<file path="src/rtl/srlp_pkg.sv">
package srlp_pkg;

   localparam logic [7:0] CHAR_S    = 8'h53;
   localparam logic [7:0] CHAR_ZERO = 8'h30;
   localparam logic [7:0] CHAR_NINE = 8'h39;
   localparam logic [7:0] CHAR_A    = 8'h41;
   localparam logic [7:0] CHAR_F    = 8'h46;

   localparam logic [2:0] ERR_NONE     = 3'd0;
   localparam logic [2:0] ERR_START    = 3'd1;
   localparam logic [2:0] ERR_TYPE     = 3'd2;
   localparam logic [2:0] ERR_COUNT    = 3'd3;
   localparam logic [2:0] ERR_CHECKSUM = 3'd4;
   localparam logic [2:0] ERR_CHAR     = 3'd5;

   localparam logic KIND_DATA   = 1'b0;
   localparam logic KIND_STATUS = 1'b1;

   localparam logic [7:0] CHECKSUM_BASE = 8'hff;
   localparam int         MIN_COUNT     = 3;

   typedef struct packed {
      logic [7:0] char_in;
      logic       end_of_line;
   } req_type;

   typedef struct packed {
      logic        result_kind;
      logic [7:0]  data_byte;
      logic [7:0]  data_index;
      logic [31:0] line_address;
      logic [3:0]  record_type;
      logic [7:0]  byte_count;
      logic [2:0]  error_code;
   } rsp_type;

   typedef struct packed {
      logic       end_of_line;
      logic       is_start;
      logic       is_digit;
      logic       is_hex;
      logic [3:0] nibble;
   } entry_type;

endpackage

</file>
<file path="src/rtl/srlp_queue.sv">
module srlp_queue import srlp_pkg::*; (
   input  logic      clock,
   input  logic      reset,
   input  logic      push,
   input  entry_type push_entry,
   output logic      full,
   input  logic      pop,
   output logic      not_empty,
   output entry_type head
);

   entry_type  slot_ff [2];
   logic       wr_ptr_ff, wr_ptr_in;
   logic       rd_ptr_ff, rd_ptr_in;
   logic [1:0] count_ff, count_in;
   logic       do_push;
   logic       do_pop;

   assign full      = (count_ff == 2'd2);
   assign not_empty = (count_ff != 2'd0);
   assign head      = slot_ff[rd_ptr_ff];
   assign do_push   = push && !full;
   assign do_pop    = pop && not_empty;

   always_comb begin
      wr_ptr_in = do_push ? ~wr_ptr_ff : wr_ptr_ff;
      rd_ptr_in = do_pop ? ~rd_ptr_ff : rd_ptr_ff;
      count_in  = count_ff + 2'(do_push) - 2'(do_pop);
   end

   always_ff @(posedge clock) begin
      if (reset) begin
         wr_ptr_ff <= 1'b0;
         rd_ptr_ff <= 1'b0;
         count_ff  <= 2'd0;
      end else begin
         wr_ptr_ff <= wr_ptr_in;
         rd_ptr_ff <= rd_ptr_in;
         count_ff  <= count_in;
      end
   end

   always_ff @(posedge clock) begin
      if (do_push) begin
         slot_ff[wr_ptr_ff] <= push_entry;
      end
   end

endmodule

</file>
<file path="config.mk">
export PLATFORM = sky130hd
export DESIGN_NAME = srlp_queue
export DESIGN_NICKNAME = d
export VERILOG_FILES = /design/src/rtl/srlp_pkg.sv /design/src/rtl/srlp_queue.sv
export SDC_FILE = /design/constraint.sdc
export NUM_CORES = 1
export LEC_CHECK = 0
export BUFFER_PORTS_ARGS = -buffer_cell sky130_fd_sc_hd__buf_2
export CAP_MARGIN = 0
export CORE_UTILIZATION = 52
export DETAILED_ROUTE_END_ITERATION = 10
export HOLD_SLACK_MARGIN = 0.03
export PLACE_DENSITY = 0.79
export SLEW_MARGIN = 25
export SYNTH_ARGS = -nofsm -noshare
export SYNTH_HDL_FRONTEND = slang
export SYNTH_SLANG_ARGS = --single-unit
</file>
<file path="constraint.sdc">
create_clock -name clock -period 2.3 [get_ports clock]
set_clock_uncertainty 0.15 [all_clocks]
set_input_delay 0.345 -clock clock [delete_from_list [all_inputs] [get_ports clock]]
set_output_delay 0.345 -clock clock [all_outputs]
set_load 0.01 [all_outputs]
</file>
# ---- Word level (Yosys, flattened, before mapping)
# Memories as Yosys holds them, arrays and structs flattened. A register that Yosys moved wholly into a read port is not among the register bits.
# Cells that the tools add are included.
dict set report totals {
  ramBits 16
  memories 1
  out_inout_bits 10
  ff_bits 4
  inputBits 12
  elab_cells 17
  rom_bits 0
  latchBits 0
}
dict set report op_classes {
  mux 4
  n_addsub 2
  shifts 0
  multipliers 0
  n_reduce_logical 4
  n_eq_ne 1
  bitwise_logic 2
  n_lt_le_gt_ge 0
  n_div 0
}
# name depth word_bits read_ports rd_clocked_by_memory_dff write_ports line_no
set memory_table {}
lappend memory_table {slot_ff 2 8 1 1 1 srlp_queue.sv:12} ;# entry_type slot_ff [2];
# op count
set op_table {}
lappend op_table {{1-bit 2-to-1 mux} 4}
lappend op_table {{2-bit by 1-bit adder with 2-bit output} 1}
lappend op_table {{2-bit == test, second input constant} 1}
lappend op_table {{1-bit logical AND} 2}
lappend op_table {{1-bit NOT} 2}
lappend op_table {{2-bit nonzero test} 1}
lappend op_table {{2-bit by 1-bit subtractor with 2-bit output} 1}
lappend op_table {{1-bit zero test} 1}

# ---- Longest topological paths before layout
dict set report depth {
  word_depth 5
  mapped_depth 8
  ltp_nobuf 8
}

# ---- Worst setup path before layout
# No wires, ideal clock.
dict set report synth_timing {
  kind {register to register}
  startpoint {register count_ff[1]}
  endpoint {register count_ff[1]}
  stages_incl_launch_ff 8
  n_path_buf 0
  required_ps 2035
  t_arrival_ps 1346
  setup_ps 115
  setup_slack_ps 690
  path_cell_list {dfxtp_1 -> o21a_2 -> ha_1 -> inv_1 -> ha_1 -> xor2_1 -> xnor2_1 -> nor2_1}
}
# element line_no
set synth_lines {}
lappend synth_lines {{start: declaration} srlp_queue.sv:15} ;# logic [1:0] count_ff, count_in;
lappend synth_lines {{start signal: assignment} srlp_queue.sv:39} ;# count_ff <= count_in;
lappend synth_lines {{2-bit nonzero test} srlp_queue.sv:20} ;# assign not_empty = (count_ff != 2'd0);
lappend synth_lines {{1-bit logical AND} srlp_queue.sv:23} ;# assign do_pop = pop && not_empty;
lappend synth_lines {{via do_pop} srlp_queue.sv:17} ;# logic do_pop;
lappend synth_lines {{2-bit by 1-bit subtractor with 2-bit output} srlp_queue.sv:28} ;# count_in = count_ff + 2'(do_push) - 2'(do_pop);
# The timed path passes the listed nets, and every way through them passes these cells.
# A chain may end at the register's enable or synchronous reset.

==> out/qor.csv <==
stage,metric,value,unit
timing,final hold violations,0,
place,PortBufs,21,
floorplanning,row count,13,
place,Final Wtd Congestion,0.7050,
route,DRT antenna net count,0,
synthesis,synthesis-stage register bit count,21,
global_route,initial antenna violation count,0,
final_layout,multi-input logic area,210.2,sq um
clock_tree,clock root cell,clkbuf_4,
route,Vias,471,
final_layout,area growth from synthesis to layout,18.06,%
route,DRC violations left,0,
pwr,PwrDens,1015,nW/um^2
synthesis,post-synthesis xor/xnor area fraction,3.241,%
synthesis,sequential element share of the synthesized area,71.60,%
hold_path,hold crit path type,primary input to flip-flop,
place,placed cell area,929.6,sq um
route,per-cell routed wire length,12.77,microns
synthesis,synthesized area per cell,15.90,sq um
final_layout,"commonest non-fill, non-tap cell in the layout",buf_2,
clock_tree,"Reg clk slew, reported paths",110,ps
final_layout,most frequent cells in the layout,"21 x buf_2, 16 x edfxtp_1, 6 x mux2_1",
timing,Worst Max-Slew Pin Slew,365.0,ps
clock_tree,post-CTS sizing,0,
route,DRT Pass-1 Iters,6,
pwr,Max VDD drop,0.5070,mV
floorplanning,area of the core,1383,sq um
setup_path,CP endpoint kind,output port,
synthesis,Yosys cell types,21,
clock_tree,Sink Count,21,
pwr,Design Power,0.0009711,W
clock_tree,"Clk Latency, worst-skew pair",290,ps
floorplanning,Initial Utilization,58.64,%
timing,Final Cycle Share,80.75,%
floorplanning,boundary pin count,22,
floorplanning,die extent in y,41.49,microns
global_route,first-pass GRT wire length,1876,microns
setup_path,WP data required,1800,ps
timing,Final setup viols,0,
synthesis,adder and majority gate portion of the synthesized area,3.086,%
pwr,Leak,0.4039,nW
synthesis,YS warnings,0,
global_route,largest net degree at the start of global routing,13,
timing,final setup TNS,0,ps
route,DR vias/cell,5.233,
clock_tree,CTS tree,yes,
clock_tree,cts hold-fix bufs,0,
final_layout,Seq. cell area,580.6,sq um
timing,min Tclk post-route,1857,ps
timing,FMAX,538.4,MHz
hold_path,Hold Path Depth,1,
final_layout,Final Net Count,90,
setup_path,WS Path Type,flip-flop to output port,
setup_path,Critical Path AT,1360,ps
final_layout,Finished Layout Cells,90,
place,DP Wirelength,843.3,microns
synthesis,largest family of logic cells by synthesized area,multiplexers,
floorplanning,die width,41.49,microns
final_layout,Finished Cell Area,957.2,sq um
clock_tree,Num CTS Buffers,3,
synthesis,syn_nets,65,
final_layout,fill count,108,
global_route,Overflow after GRT,0,
setup_path,worst r2r path cells,7,
setup_path,Critical Path Fanout Max,8,
global_route,vias in the first global route,459,
final_layout,layout cell share with drive strength beyond 1,42.67,%
route,initial DRC count,5,
timing,RSZ-0062 raised after global routing,no,
synthesis,multiplexer share of the synthesized area,11.11,%
route,drt total wl,1149,microns
synthesis,Synth Area in Simple Gates,6.173,%
timing,fin. max-slew vios,0,
run_status,status,"complete, no violations",
floorplanning,die area,1721,sq um
synthesis,Syn Inst Count,51,
clock_tree,H-tree levels,1,
clock_tree,setup repair bufs after CTS,0,
flow_run,total of max-cap violations,0,
clock_tree,maximum root-to-sink buffer count,2,
synthesis,post-synthesis compound-gate area fraction,2.315,%
global_route,gr usage total,14.42,%
final_layout,antenna cells,0,
place,dpl cells,86,
synthesis,cell area after synthesis,810.8,sq um
setup_path,critical path startpoint category,flip-flop,
timing,Worst slew margin,75.63,%
power breakdown:
group / internal [W] / switching [W] / total [W] / leakage [nW]
clock network: 0.0000646 / 0.000107 / 0.000171 / 0.0177
logic: 0.000146 / 0.000134 / 0.000280 / 0.195
registers: 0.000477 / 0.0000431 / 0.000520 / 0.191
cells in the mapped netlist:
master / n / share of area [%]
edfxtp_1: 16 / 59
mux2_1: 6 / 8.3
dfxtp_1: 5 / 12
nor2_1: 3 / 1.4
ha_1: 2 / 3.1
inv_1: 2 / 0.93
mux2_2: 2 / 2.8
xnor2_1: 2 / 2.2
a21oi_1: 1 / 0.62
and3_2: 1 / 0.93
buf_2: 1 / 0.62
clkinv_1: 1 / 0.46
inv_2: 1 / 0.46
nand2_1: 1 / 0.46
nand2b_2: 1 / 1.1
nor2b_1: 1 / 0.77
o21a_2: 1 / 1.1
o21ai_0: 1 / 0.62
or2_2: 1 / 0.77
or3_1: 1 / 0.77
xor2_1: 1 / 1.1
state kept, by name, indices dropped and copies added, names as in the netlist, named ones only:
| register | flops |
|---|---|
| slot_ff | 16 |
| count_ff | 2 |
| rd_ptr_ff | 1 |
| wr_ptr_ff | 1 |
path summary, 6_finish.rpt:
path,from,endpoint,slack [ps]
worst max-delay path,flip-flop,head[0],440
worst min-delay path,push_entry[0],slot_ff[1][0]$_DFFE_PP_,80
worst max register to register,count_ff[1]$_SDFF_PP0_,count_ff[1]$_SDFF_PP0_,610
worst min register to register,wr_ptr_ff$_SDFFE_PP0N_,wr_ptr_ff$_SDFFE_PP0N_,350
critical path, stage by stage (launching register included):
cell,delay [ps]
dfxtp_1,560
mux2_2,380
buf_2,140
layer usage:
layer	vias to the layer above	track usage, %	share of wire (%)
met1	227	15.00	43
met4	0	1.935	0
met2	14	29.38	53
li1	230	-	-
met5	-	0	0
met3	0	3.043	4.0
layout make-up:
| type | instances | area share [%] |
|---|---|---|
| Clock buffer | 3 | 2.353 |
| Clock inverter | 1 | 0.5229 |
| Inverter | 4 | 1.569 |
| Multi-Input combinational cell | 25 | 21.96 |
| Sequential cell | 21 | 60.65 |
| Tap cell | 15 | 1.961 |
| Timing Repair Buffer | 21 | 10.98 |
stage by stage:
step | hold slack [ps] | util (%) | setup slack (ps)
after floorplan | 264.1 | - | 689.7
after global placement | 316.2 | 67.24 | 657.4
after detailed placement | 335.0 | 67.24 | 625.2
after CTS | 74.88 | 69.23 | 411.3
after global routing | 67.68 | 69.23 | 376.7
final | 83.60 | 69.23 | 442.7
logic make-up (layout without fill, tap and decap cells):
logic type	count (synthesis)	in the layout
buffers and inverters	5	29
and+or+nand+nor	9	9
muxes	8	8
DFF	21	21
xor gates and xnor gates	3	3
AOI/OAI and AO/OA	3	3
adders and majority gates	2	2
(Power assumes the default switching activity.)
