==> src/rtl/srlp_pkg.sv <==
package srlp_pkg;

   localparam logic [7:0] CHAR_S    = 8'h53;
   localparam logic [7:0] CHAR_ZERO = 8'h30;
   localparam logic [7:0] CHAR_NINE = 8'h39;
   localparam logic [7:0] CHAR_A    = 8'h41;
   localparam logic [7:0] CHAR_F    = 8'h46;

   localparam logic [2:0] ERR_NONE     = 3'd0;
   localparam logic [2:0] ERR_START    = 3'd1;
   localparam logic [2:0] ERR_TYPE     = 3'd2;
   localparam logic [2:0] ERR_COUNT    = 3'd3;
   localparam logic [2:0] ERR_CHECKSUM = 3'd4;
   localparam logic [2:0] ERR_CHAR     = 3'd5;

   localparam logic KIND_DATA   = 1'b0;
   localparam logic KIND_STATUS = 1'b1;

   localparam logic [7:0] CHECKSUM_BASE = 8'hff;
   localparam int         MIN_COUNT     = 3;

   typedef struct packed {
      logic [7:0] char_in;
      logic       end_of_line;
   } req_type;

   typedef struct packed {
      logic        result_kind;
      logic [7:0]  data_byte;
      logic [7:0]  data_index;
      logic [31:0] line_address;
      logic [3:0]  record_type;
      logic [7:0]  byte_count;
      logic [2:0]  error_code;
   } rsp_type;

   typedef struct packed {
      logic       end_of_line;
      logic       is_start;
      logic       is_digit;
      logic       is_hex;
      logic [3:0] nibble;
   } entry_type;

endpackage

==> src/rtl/srlp_front.sv <==
module srlp_front import srlp_pkg::*; (
   input  req_type   req_payload,
   output entry_type entry
);

   logic [7:0] c;
   logic       digit;
   logic       letter;

   assign c      = req_payload.char_in;
   assign digit  = (c >= CHAR_ZERO) && (c <= CHAR_NINE);
   assign letter = (c >= CHAR_A) && (c <= CHAR_F);

   always_comb begin
      entry.end_of_line = req_payload.end_of_line;
      entry.is_start    = (c == CHAR_S);
      entry.is_digit    = digit;
      entry.is_hex      = digit || letter;
      if (digit) begin
         entry.nibble = c[3:0];
      end else if (letter) begin
         entry.nibble = 4'(c - CHAR_A) + 4'd10;
      end else begin
         entry.nibble = 4'd0;
      end
   end

endmodule

==> config.mk <==
export PLATFORM = sky130hd
export DESIGN_NAME = srlp_front
export DESIGN_NICKNAME = d
export VERILOG_FILES = /design/src/rtl/srlp_pkg.sv /design/src/rtl/srlp_front.sv
export SDC_FILE = /design/constraint.sdc
export NUM_CORES = 1
export LEC_CHECK = 0
export BUFFER_PORTS_ARGS = -buffer_cell sky130_fd_sc_hd__buf_2
export CAP_MARGIN = 20
export CORE_AREA = 4 4 41 43
export DETAILED_ROUTE_END_ITERATION = 16
export DIE_AREA = 0 0 45 47
export SYNTH_ARGS = -nofsm -noshare
export SYNTH_HDL_FRONTEND = slang
export SYNTH_SLANG_ARGS = --single-unit
==> constraint.sdc <==
create_clock -name vclk -period 2.15
set_input_delay 0.215 -clock vclk [all_inputs]
set_output_delay 0.215 -clock vclk [all_outputs]
set_load 0.1 [all_outputs]
Word level (Yosys, flattened, before mapping)
Index checks and enable logic that the tools add are counted.
{ "totals": {"inputBits": 9, "regBits": 0, "wordCells": 12} }
{ "op_classes": {"n_lt_le_gt_ge": 4, "n_eq_ne": 1, "muxes": 2, "reduce_logical": 3, "add_sub_neg": 2} }
{ "op_table": {"columns": ["cell", "n"], "rows": [
  ["equality test 8 x 7 -> 1 bit, second input constant", 1],
  ["greater-or-equal comparator 8 x 6 -> 1 bit, second input constant", 1],
  ["greater-or-equal comparator 8 x 7 -> 1 bit, second input constant", 1],
  ["less-or-equal comparator 8 x 6 -> 1 bit, second input constant", 1],
  ["less-or-equal comparator 8 x 7 -> 1 bit, second input constant", 1],
  ["two-way mux 4 bit", 2],
  ["adder 4 bit, second input constant", 1],
  ["subtractor 4 x 1 -> 4 bit, second input constant", 1],
  ["logical AND 1 bit", 2],
  ["logical OR 1 bit", 1]
]} }

Logic depth before layout (Yosys ltp)
Gate-level depths: netlist (run 1).
{ "logic_depth": {"word_depth": 4, "mapped_depth": 6, "depth_no_buf": 6} }

Worst setup path after synthesis (run 1)
Ideal clock, no wire load.
{ "synth_timing": {"kind": "input to output", "start": "input req_payload[1] in the netlist's numbering", "end": "output entry[6] in the netlist's numbering", "n_path_buf": 0, "setup_slack_ps": -1625, "required_ps": 1935, "path_stages": 3, "arrival_ps": 3560, "path_cell_list": "ha_1 -> or2b_2 -> nor4bb_1"} }
{ "synth_rtl": {"columns": ["element", "line_no", "source"], "rows": [
  ["from (decl)", "srlp_front.sv:2", "input req_type req_payload,"],
  ["to (decl)", "srlp_front.sv:3", "output entry_type entry"]
]} }

==> summary.md, run 1 <==
| Metric | Value |
|---|---|
| Final min period | 1.904 ns |
| Most frequent cells in the layout | buf_2 (14), ha_1 (3), inv_1 (2) |
| Final setup fails | 0 |
| Critical Path RT | 1.93 ns |
| Io pins | 17 |
| Highest Signal Layer | met3 |
| DIE HEIGHT | 47 microns |
| WL/cell | roughly 9.7 microns |
| Synth Area in Compound Gates | 0.2342 |
| Syn nets | 36 |
| Yosys warns | 0 |
| Final ANT Viol Nets | 0 |
| Drc violations | 0 |
| RSZ-0062 raised after global routing | no |
| Metal3 WL | 68 microns |
| DIE WIDTH | 45 microns |
| Cell taking the most area after synthesis | ha_1 |
| Cts hold-fix bufs | 0 |
| Vias per std cell | between 4 and 5 |
| Diodes inserted | 0 |
| Multiplexer share of the synthesized area | 0.05696 |
| Met2 WL post-DR | ~220 microns |
| Most common cell after layout, fill and taps aside | buf_2 |
| Worst VDD drop | 43.79 uV |
| Dpl ws | 0.2384 ns |
| Hold Vio Cnt, Final | 0 |
| CTS resizes | 0 |
| Share of post-route cells with drive strength above 1 | 0.5676 |
| Register Area | 0 sq um |
| Pwr per Cell Area | 174.0 nW/um^2 |
| Mean Syn Cell Area | 8.237 sq um |
| Synthesis-to-layout area growth | 55.06% |
| Post-Synth XOR/XNOR Area | 0 |
| All-layer global routing usage | 0.04642 |
| Fill count | 158 |
| Worst-path maximum fanout | 5 |
| Number of global-route vias before repair | 197 |
| Mapped cell area | around 200 sq um |
| Leak pwr | 0.1815 nW |
| Final Max Tran Viols | 0 |
| Number of I/O port buffers | 15 |
| First-pass GRT wire length | 779 microns |
| Worst Path Arrival | approximately 1.7 ns |
| Finished Cell Area | about 310 sq um |
| Worst setup SP type | input pin |
| Post-synthesis sequential area ratio | 0 |
| Critical Path Source | req_payload[2] |
| Tcrit/Tclk final | 0.8856 |
| Worst slew margin | 0.6774 |
| Mapped Cells | 24 |
| Top post-synthesis cells by area | ha_1 (19%), buf_4 (7.6%), and4_4 (5.7%), mux2_2 (5.7%), nand4bb_1 (5.7%) |
| DR vias | 218 |
| Routed WL | 503 microns |
| Largest family of logic cells by synthesized area | simple AND/OR/NAND/NOR gates |
| Final WS setup | 0.2459 ns |
| Pin count of the biggest net entering global routing | 7 |
| CLK BUF | 0 |
| Multi-input gate area | ~190 sq um |
| WHS | 0.4300 ns |
| Setup Buffers After CTS | 0 |
| Hold Startpoint | req_payload[0] |
| Number of max-cap violations | 0 |
| HP Class | in -> out |
| Final Wtd Congestion | 0.6848 |
| GRT Residual Overflow | 0 |
| Fin Setup TNS | 0 ns |
| CP Capture Type | output port |
| Post-synthesis simple-gate area fraction | 0.4051 |
| Initial core utilization | 0.1519 |
| Post-Route M1 WL | 216 microns |
| Slew at the pin closest to its max-slew limit | slightly below 0.5 ns |
| FMAX | 525.2 MHz |
| Unique cell type count in the Yosys netlist | 20 |
| DRT iter0 DRCs | 2 |
| Die area | 2115 sq um |
| Seq_cells | 0 |
| NumNets Final | 51 |
| Rows | 13 |
| WS Path Type | in -> out |
| Placed cell areas | between 300 and 400 sq um |
| Status | completed |
| Synth top area share | 0.1899 |
| Initial antenna violation count | 0 |
| Adder-cell share of the synthesized area | 0.1899 |
| Core box area | 1301 sq um |
| Pre-antenna DRT Iters | 2 |
worst paths after layout:
check | end | slack (ns) | depth (start not counted)
worst max-delay path | entry[2] | 0.25 | 8
worst min-delay path | entry[7] | 0.43 | 0
where the power goes:
part | switching (mW) | internal, mW | total (mW) | leakage (nW)
clock network | 0 | 0 | 0 | 0
registers | 0 | 0 | 0 | 0
logic | 0.0350 | 0.0183 | 0.0533 | 0.181
metal layers:
layer,GRT usage,vias up
met5,0,-
met4,0.005848,0
met3,0.003831,0
met2,0.07627,9
met1,0.06742,96
li1,-,113
cell type report:
| class | count | area share |
|---|---|---|
| well taps | 15 | 0.06122 |
| repair buffers | 15 | 0.2939 |
| multi-input cells | 20 | 0.6204 |
| inverters | 2 | 0.02449 |
worst max-delay path: stages:
cell and delay, ns:
buf_2 0.12, inv_1 0.06, ha_1 0.18, or3b_1 0.37, and4_4 0.19, a21boi_1 0.13
a21o_1 0.14, buf_2 0.28
logic make-up after synthesis:
kind of cell / count (synthesis)
simple gates: 10
compound gates: 6
buf+inv: 4
fa+ha+maj: 3
mux: 1
through the flow:
stage	total power [mW]	cells	utilization
2_1_floorplan	0.04551	24	-
3_3_place_gp	0.05333	52	0.2356
3_5_place_dp	0.05393	52	0.2356
4_1_cts	0.05404	52	0.2356
5_1_grt	0.05793	52	0.2356
6_report	0.05334	52	0.2356
cell usage after synthesis (all sizes together):
master and n:
nor3b 1, ha 3, inv 2, nand3 1, a21oi 1, a22o 1
or3b 1, nor2 1, or2 1, nor4bb 1, or2b 2, buf 2
and4 1, a21o 2, mux2 1, nand4bb 1, a21boi 1, o21bai 1
Power figures use the tool's default switching activity.
==> run 2: changes to the inputs <==
Settings changed: CORE_AREA 4 4 41 43 to 2 2 39 41, DIE_AREA 0 0 45 47 to 0 0 41 43, GPL_ROUTABILITY_DRIVEN from default to 1, PLACE_DENSITY from default to 0.44.
==> run 2 against run 1 <==
Against the previous run:
- flip-flop and latch count stayed put
- fmax is 0.59% higher
- worst setup slack better by 0.011 ns
- total power is 6.3% higher
- critical path type unchanged
- critical endpoint unchanged
==> summary.md, run 2 (synthesis results as in run 1) <==
| Metric | Value |
|---|---|
| Fill count | 162 (was 158) |
| Worst-path maximum fanout | 5 (unchanged) |
| DIE WIDTH | 41 microns (was 45 microns) |
| Cell count after placement | 53 (was 52) |
| Worst setup SP type | input pin (unchanged) |
| Multi-input gate area | 190.2 sq um (unchanged) |
| Pre-antenna DRT Iters | 1 (was 2) |
| CP Buf/Inv Count | 3 (unchanged) |
| CTS resizes | 0 (unchanged) |
| Rows | 14 (was 13) |
| Placed cell areas | 337.8 sq um (was 306.5 sq um) |
| Initial antenna violation count | 0 (unchanged) |
| Worst VDD drop | 42.31 uV (was 43.79 uV) |
| Final min period | 1.893 ns (was 1.904 ns) |
| HP Class | in -> out (unchanged) |
| Setup Buffers After CTS | 0 (unchanged) |
| Final Max Tran Viols | 0 (unchanged) |
| GRT Residual Overflow | 0 (unchanged) |
| Pin count of the biggest net entering global routing | 7 (unchanged) |
| RSZ-0062 raised after global routing | no (unchanged) |
| Final Wtd Congestion | 0.6883 (was 0.6848) |
| WL/cell | 8.472 microns (was 9.673 microns) |
| Slew at the pin closest to its max-slew limit | 0.4842 ns (was 0.4873 ns) |
| Critical Path Source | req_payload[2] (unchanged) |
| Final ANT Viol Nets | 0 (unchanged) |
| CP dominant cell by count | buf_2 (unchanged) |
| CP Capture Type | output port (unchanged) |
| Most common cell after layout, fill and taps aside | buf_2 (unchanged) |
| Die area | 1763 sq um (was 2115 sq um) |
| Critical Path Stages | 8 (unchanged) |
| CLK BUF | 0 (unchanged) |
| Switch share | 0.6258 (was 0.6565) |
| Worst Path Arrival | 1.68 ns (was 1.69 ns) |
| Number of I/O port buffers | 15 (unchanged) |
| Finished Cell Area | 337.8 sq um (was 306.5 sq um) |
| First-pass GRT wire length | 772 microns (was 779 microns) |
| Critical Path RT | 1.93 ns (about the same) |
| All-layer global routing usage | 0.05694 (was 0.04642) |
| Io pins | 17 (unchanged) |
| WS Path Type | in -> out (unchanged) |
| Flop pwr share | 0 (about the same) |
| Number of global-route vias before repair | 206 (was 197) |
| DIE HEIGHT | 43 microns (was 47 microns) |
| Share of post-route cells with drive strength above 1 | 0.5676 (unchanged) |
| Tcrit/Tclk final | 0.8804 (was 0.8856) |
| Status | completed (unchanged) |
| Routed WL | 449 microns (was 503 microns) |
| P_sw | 0.03547 mW (was 0.03501 mW) |
| Post-Layout Cell Count | 53 (was 52) |
| Internal power | 0.02121 mW (was 0.01832 mW) |
| Pwr per Cell Area | 167.8 nW/um^2 (was 174.0 nW/um^2) |
| Initial core utilization | 0.1429 (was 0.1519) |
| Fin Setup TNS | 0 ns (unchanged) |
| DR vias | 213 (was 218) |
| Hold Vio Cnt, Final | 0 (unchanged) |
| Vias per std cell | 4.019 (was 4.192) |
| Core box area | 1384 sq um (was 1301 sq um) |
| Seq_cells | 0 (unchanged) |
| Crit path to | entry[2] (unchanged) |
| Register Area | 0 sq um (unchanged) |
| Logic pwr share | 1.000 (about the same) |
| Number of max-cap violations | 0 (unchanged) |
| Most frequent cells in the layout | buf_2 (12), ha_1 (3), buf_12 (3) (was buf_2 (14), ha_1 (3), inv_1 (2)) |
| Leak pwr | 0.1869 nW (was 0.1815 nW) |
| Clock share of power | 0 (about the same) |
| Slowest cell on the critical path | or3b_1 (unchanged) |
| NumNets Final | 51 (unchanged) |
| Crit-path leading delay family | simple AND/OR/NAND/NOR gates (unchanged) |
| Cts hold-fix bufs | 0 (unchanged) |
| DRT iter0 DRCs | 0 (was 2) |
| Worst slew margin | 0.6795 (was 0.6774) |
| Synthesis-to-layout area growth | 70.89% (was 55.06%) |
| Drc violations | 0 (unchanged) |
| Fin util | 0.2441 (was 0.2356) |
| Diodes inserted | 0 (unchanged) |
| CP peak stage delay | 0.36 ns (was 0.37 ns) |
| FMAX | 528.3 MHz (was 525.2 MHz) |
| Crit-path cells | buf_2 -> inv_1 -> ha_1 -> or3b_1 -> and4_4 -> a21boi_1 -> a21o_1 -> buf_2 (unchanged) |
| Final setup fails | 0 (unchanged) |
run 2: power groups by stage:
stage | clock (mW) | combinational [mW] | sequential (mW)
6_report | 0 | 0.0567 | 0
5_1_grt | 0 | 0.0613 | 0
4_1_cts | 0 | 0.0576 | 0
3_5_place_dp | 0 | 0.0575 | 0
3_3_place_gp | 0 | 0.0574 | 0
2_1_floorplan | 0 | 0.0455 | 0
run 2: worst min-delay path by stage:
| stage | startpoint | end | depth (start not counted) |
|---|---|---|---|
| after floorplan | req_payload[8] | entry[6] | 1 |
| after global placement | req_payload[0] | entry[7] | 0 |
| after detailed placement | req_payload[0] | entry[7] | 0 |
| after CTS | req_payload[0] | entry[7] | 0 |
| after global routing | req_payload[0] | entry[7] | 0 |
| final | req_payload[0] | entry[7] | 0 |
run 2: per-stage QoR:
stage | total power [mW] | setup slack, ns | hold slack [ns]
floorplan | 0.04551 | 0.1378 | 0.5479
detailed placement | 0.05745 | 0.2444 | 0.4312
finish | 0.05668 | 0.2570 | 0.4300
global placement | 0.05739 | 0.2524 | 0.4312
CTS | 0.05757 | 0.2404 | 0.4312
global route | 0.06134 | 0.1724 | 0.4304
run 2: final cells by class:
type / count / share of cell area
Inverter: 2 / 0.02222
Multi-Input combinational cell: 20 / 0.5630
Tap cell: 16 / 0.05926
Timing Repair Buffer: 15 / 0.3556
run 2: routing by layer:
metal,global-route usage,share of wire,up-vias
met4,0.006667,0,0
met3,0,0.029,0
met5,0,0,-
met1,0.06329,0.41,98
li1,-,-,112
met2,0.1125,0.56,3
==> run 3: changes to the inputs <==
Settings changed: ABC_AREA from default to 1, PLACE_DENSITY 0.44 to 0.46.
==> run 3 against run 2 <==
Against the previous run:
- final area fell by 5.9%
- critical path type unchanged
- largest power group unchanged
- first-iteration DRC count rose by 5
- synthesized area rose by 13%
- worst setup slack gained 0.20 ns
==> summary.md, run 3 <==
| Metric | Value |
|---|---|
| Final setup fails | 0 (unchanged) |
| GRT Residual Overflow | 0 (unchanged) |
| Mapped Cells | 45 (was 24) |
| Finished Cell Area | 317.8 sq um (was 337.8 sq um) |
| Worst Path Arrival | 1.47 ns (was 1.68 ns) |
| Die area | 1763 sq um (unchanged) |
| Synth top area share | 0.3202 (was 0.1899) |
| P_sw | 0.04065 mW (was 0.03547 mW) |
| Synthesis-to-layout area growth | 42.70% (was 70.89%) |
| WS Path Type | in -> out (unchanged) |
| WHS | 0.4300 ns (unchanged) |
| Status | completed (unchanged) |
| Syn nets | 57 (was 36) |
| FMAX | 592.3 MHz (was 528.3 MHz) |
| CP Capture Type | output port (unchanged) |
| Hold Vio Cnt, Final | 0 (unchanged) |
| DRT iter0 DRCs | 5 (was 0) |
| Share of post-route cells with drive strength above 1 | 0.2931 (was 0.5676) |
| Internal power | 0.01441 mW (was 0.02121 mW) |
| Pwr per Cell Area | 173.3 nW/um^2 (was 167.8 nW/um^2) |
| Initial core utilization | 0.1609 (was 0.1429) |
| Setup Buffers After CTS | 0 (unchanged) |
| HP Class | in -> out (unchanged) |
| Critical Path RT | 1.93 ns (about the same) |
| Vias per std cell | 4.162 (was 4.019) |
| Diodes inserted | 0 (unchanged) |
| Final ANT Viol Nets | 0 (unchanged) |
| CLK BUF | 0 (unchanged) |
| Fin Setup TNS | 0 ns (unchanged) |
| Worst-path maximum fanout | 5 (unchanged) |
| Hold Startpoint | req_payload[0] (unchanged) |
| Pre-antenna DRT Iters | 4 (was 1) |
| Tcrit/Tclk final | 0.7853 (was 0.8804) |
| DIE WIDTH | 41 microns (unchanged) |
| Top post-synthesis cells by area | nand2_1 (32%), ha_1 (17%), nand3_1 (13%), inv_1 (12%), buf_4 (6.7%) (was ha_1 (19%), buf_4 (7.6%), and4_4 (5.7%), mux2_2 (5.7%), nand4bb_1 (5.7%)) |
| Post-DP HPWL | 513.2 microns |
| Post-synthesis sequential area ratio | 0 (unchanged) |
| Switch share | 0.7383 (was 0.6258) |
| Flop pwr share | 0 (about the same) |
| Register Area | 0 sq um (unchanged) |
| Initial antenna violation count | 0 (unchanged) |
| Mean Syn Cell Area | 4.949 sq um (was 8.237 sq um) |
| Drc violations | 0 (unchanged) |
| WL/cell | 7.905 microns (was 8.472 microns) |
| Final Wtd Congestion | 0.7306 (was 0.6883) |
| Unique cell type count in the Yosys netlist | 11 (was 20) |
| Synth cell count leaders | nand2_1 (19), inv_1 (7), nand3_1 (6), ha_1 (3), nor2_1 (3) (was ha_1 (3), buf_4 (2), inv_1 (2)) |
| Logic pwr share | 1.000 (about the same) |
| Hold depth | 0 (unchanged) |
| DR vias | 308 (was 213) |
| Most common cell after layout, fill and taps aside | nand2_1 (was buf_2) |
| Number of max-cap violations | 0 (unchanged) |
| Rows | 14 (unchanged) |
| Worst setup SP type | input pin (unchanged) |
| Number of I/O port buffers | 15 (unchanged) |
| Pin count of the biggest net entering global routing | 7 (unchanged) |
| Number of global-route vias before repair | 230 (was 206) |
| Yosys warns | 0 (unchanged) |
| First-pass GRT wire length | 931 microns (was 772 microns) |
| Clock share of power | 0 (about the same) |
| Final Max Tran Viols | 0 (unchanged) |
| Tot Pwr | 0.05506 mW (was 0.05668 mW) |
| Seq_cells | 0 (unchanged) |
| DIE HEIGHT | 43 microns (unchanged) |
| Io pins | 17 (unchanged) |
| Cell taking the most area after synthesis | nand2_1 (was ha_1) |
| Core box area | 1384 sq um (unchanged) |
| Cts hold-fix bufs | 0 (unchanged) |
| Mapped cell area | 222.7 sq um (was 197.7 sq um) |
| Leak pwr | 0.2127 nW (was 0.1869 nW) |
| Placed cell areas | 317.8 sq um (was 337.8 sq um) |
| RSZ-0062 raised after global routing | no (unchanged) |
| Hold EP | entry[7] (unchanged) |
| Most frequent cell after synthesis | nand2_1 (was ha_1) |
| Routed WL | 585 microns (was 449 microns) |
| Most frequent cells in the layout | nand2_1 (19), buf_2 (15), inv_1 (7) (was buf_2 (12), ha_1 (3), buf_12 (3)) |
| CTS resizes | 0 (unchanged) |
| Worst VDD drop | 38.42 uV (was 42.31 uV) |
| NumNets Final | 72 (was 51) |
| Worst slew margin | 0.6779 (was 0.6795) |
| Final min period | 1.688 ns (was 1.893 ns) |
| All-layer global routing usage | 0.06793 (was 0.05694) |
| Slew at the pin closest to its max-slew limit | 0.4866 ns (was 0.4842 ns) |
## run 3: stage by stage
step                      worst slack [ns]  std cells  utilization
after floorplan                     0.4283         45            -
after global placement              0.4467         74       0.2297
after detailed placement            0.4517         74       0.2297
after CTS                           0.4458         74       0.2297
after global routing                0.2993         74       0.2297
final                               0.4616         74       0.2297
## run 3: logic make-up (layout without fill, tap and decap cells)
group           count (synthesis)  count (layout)  synth area share
compound gates                  1               1           0.02245
xor+xnor                        1               1           0.03933
fa+ha+maj                       3               3            0.1686
buf+inv                         9              22            0.1854
simple gates                   31              31            0.5843
## run 3: layout make-up
type	count	area [sq um]
Tap cell	16	20.02
Multi-Input combinational cell	36	196.4
Fill cell	178	1066
Inverter	7	26.28
Timing Repair Buffer	15	75.07
## run 3: worst max path at each step
stage / to / from
after floorplan: entry[6] / req_payload[1]
after global placement: entry[2] / req_payload[1]
after detailed placement: entry[3] / req_payload[1]
after CTS: entry[3] / req_payload[1]
after global routing: entry[4] / req_payload[2]
final: entry[3] / req_payload[1]
## run 3: routing by layer
layer,GRT usage,vias to the layer above,share of wire
li1,-,165,-
met5,0,-,0
met1,0.1013,134,0.47
met2,0.1125,9,0.45
met3,0,0,0.075
met4,0,0,0
## run 3: worst max-delay path, cell delays in order
cell and delay (ns):
buf_2 0.13, inv_1 0.06, ha_1 0.19, nand2_1 0.08, nor2_1 0.04, o21ai_1 0.16
nand2_1 0.11, nand2_1 0.07, buf_2 0.41
## run 3: power by group through the flow
stage	registers (mW)	clock network [mW]	logic, mW
after global placement	0	0	0.0555
final	0	0	0.0551
after floorplan	0	0	0.0454
after CTS	0	0	0.0555
after detailed placement	0	0	0.0553
after global routing	0	0	0.0601
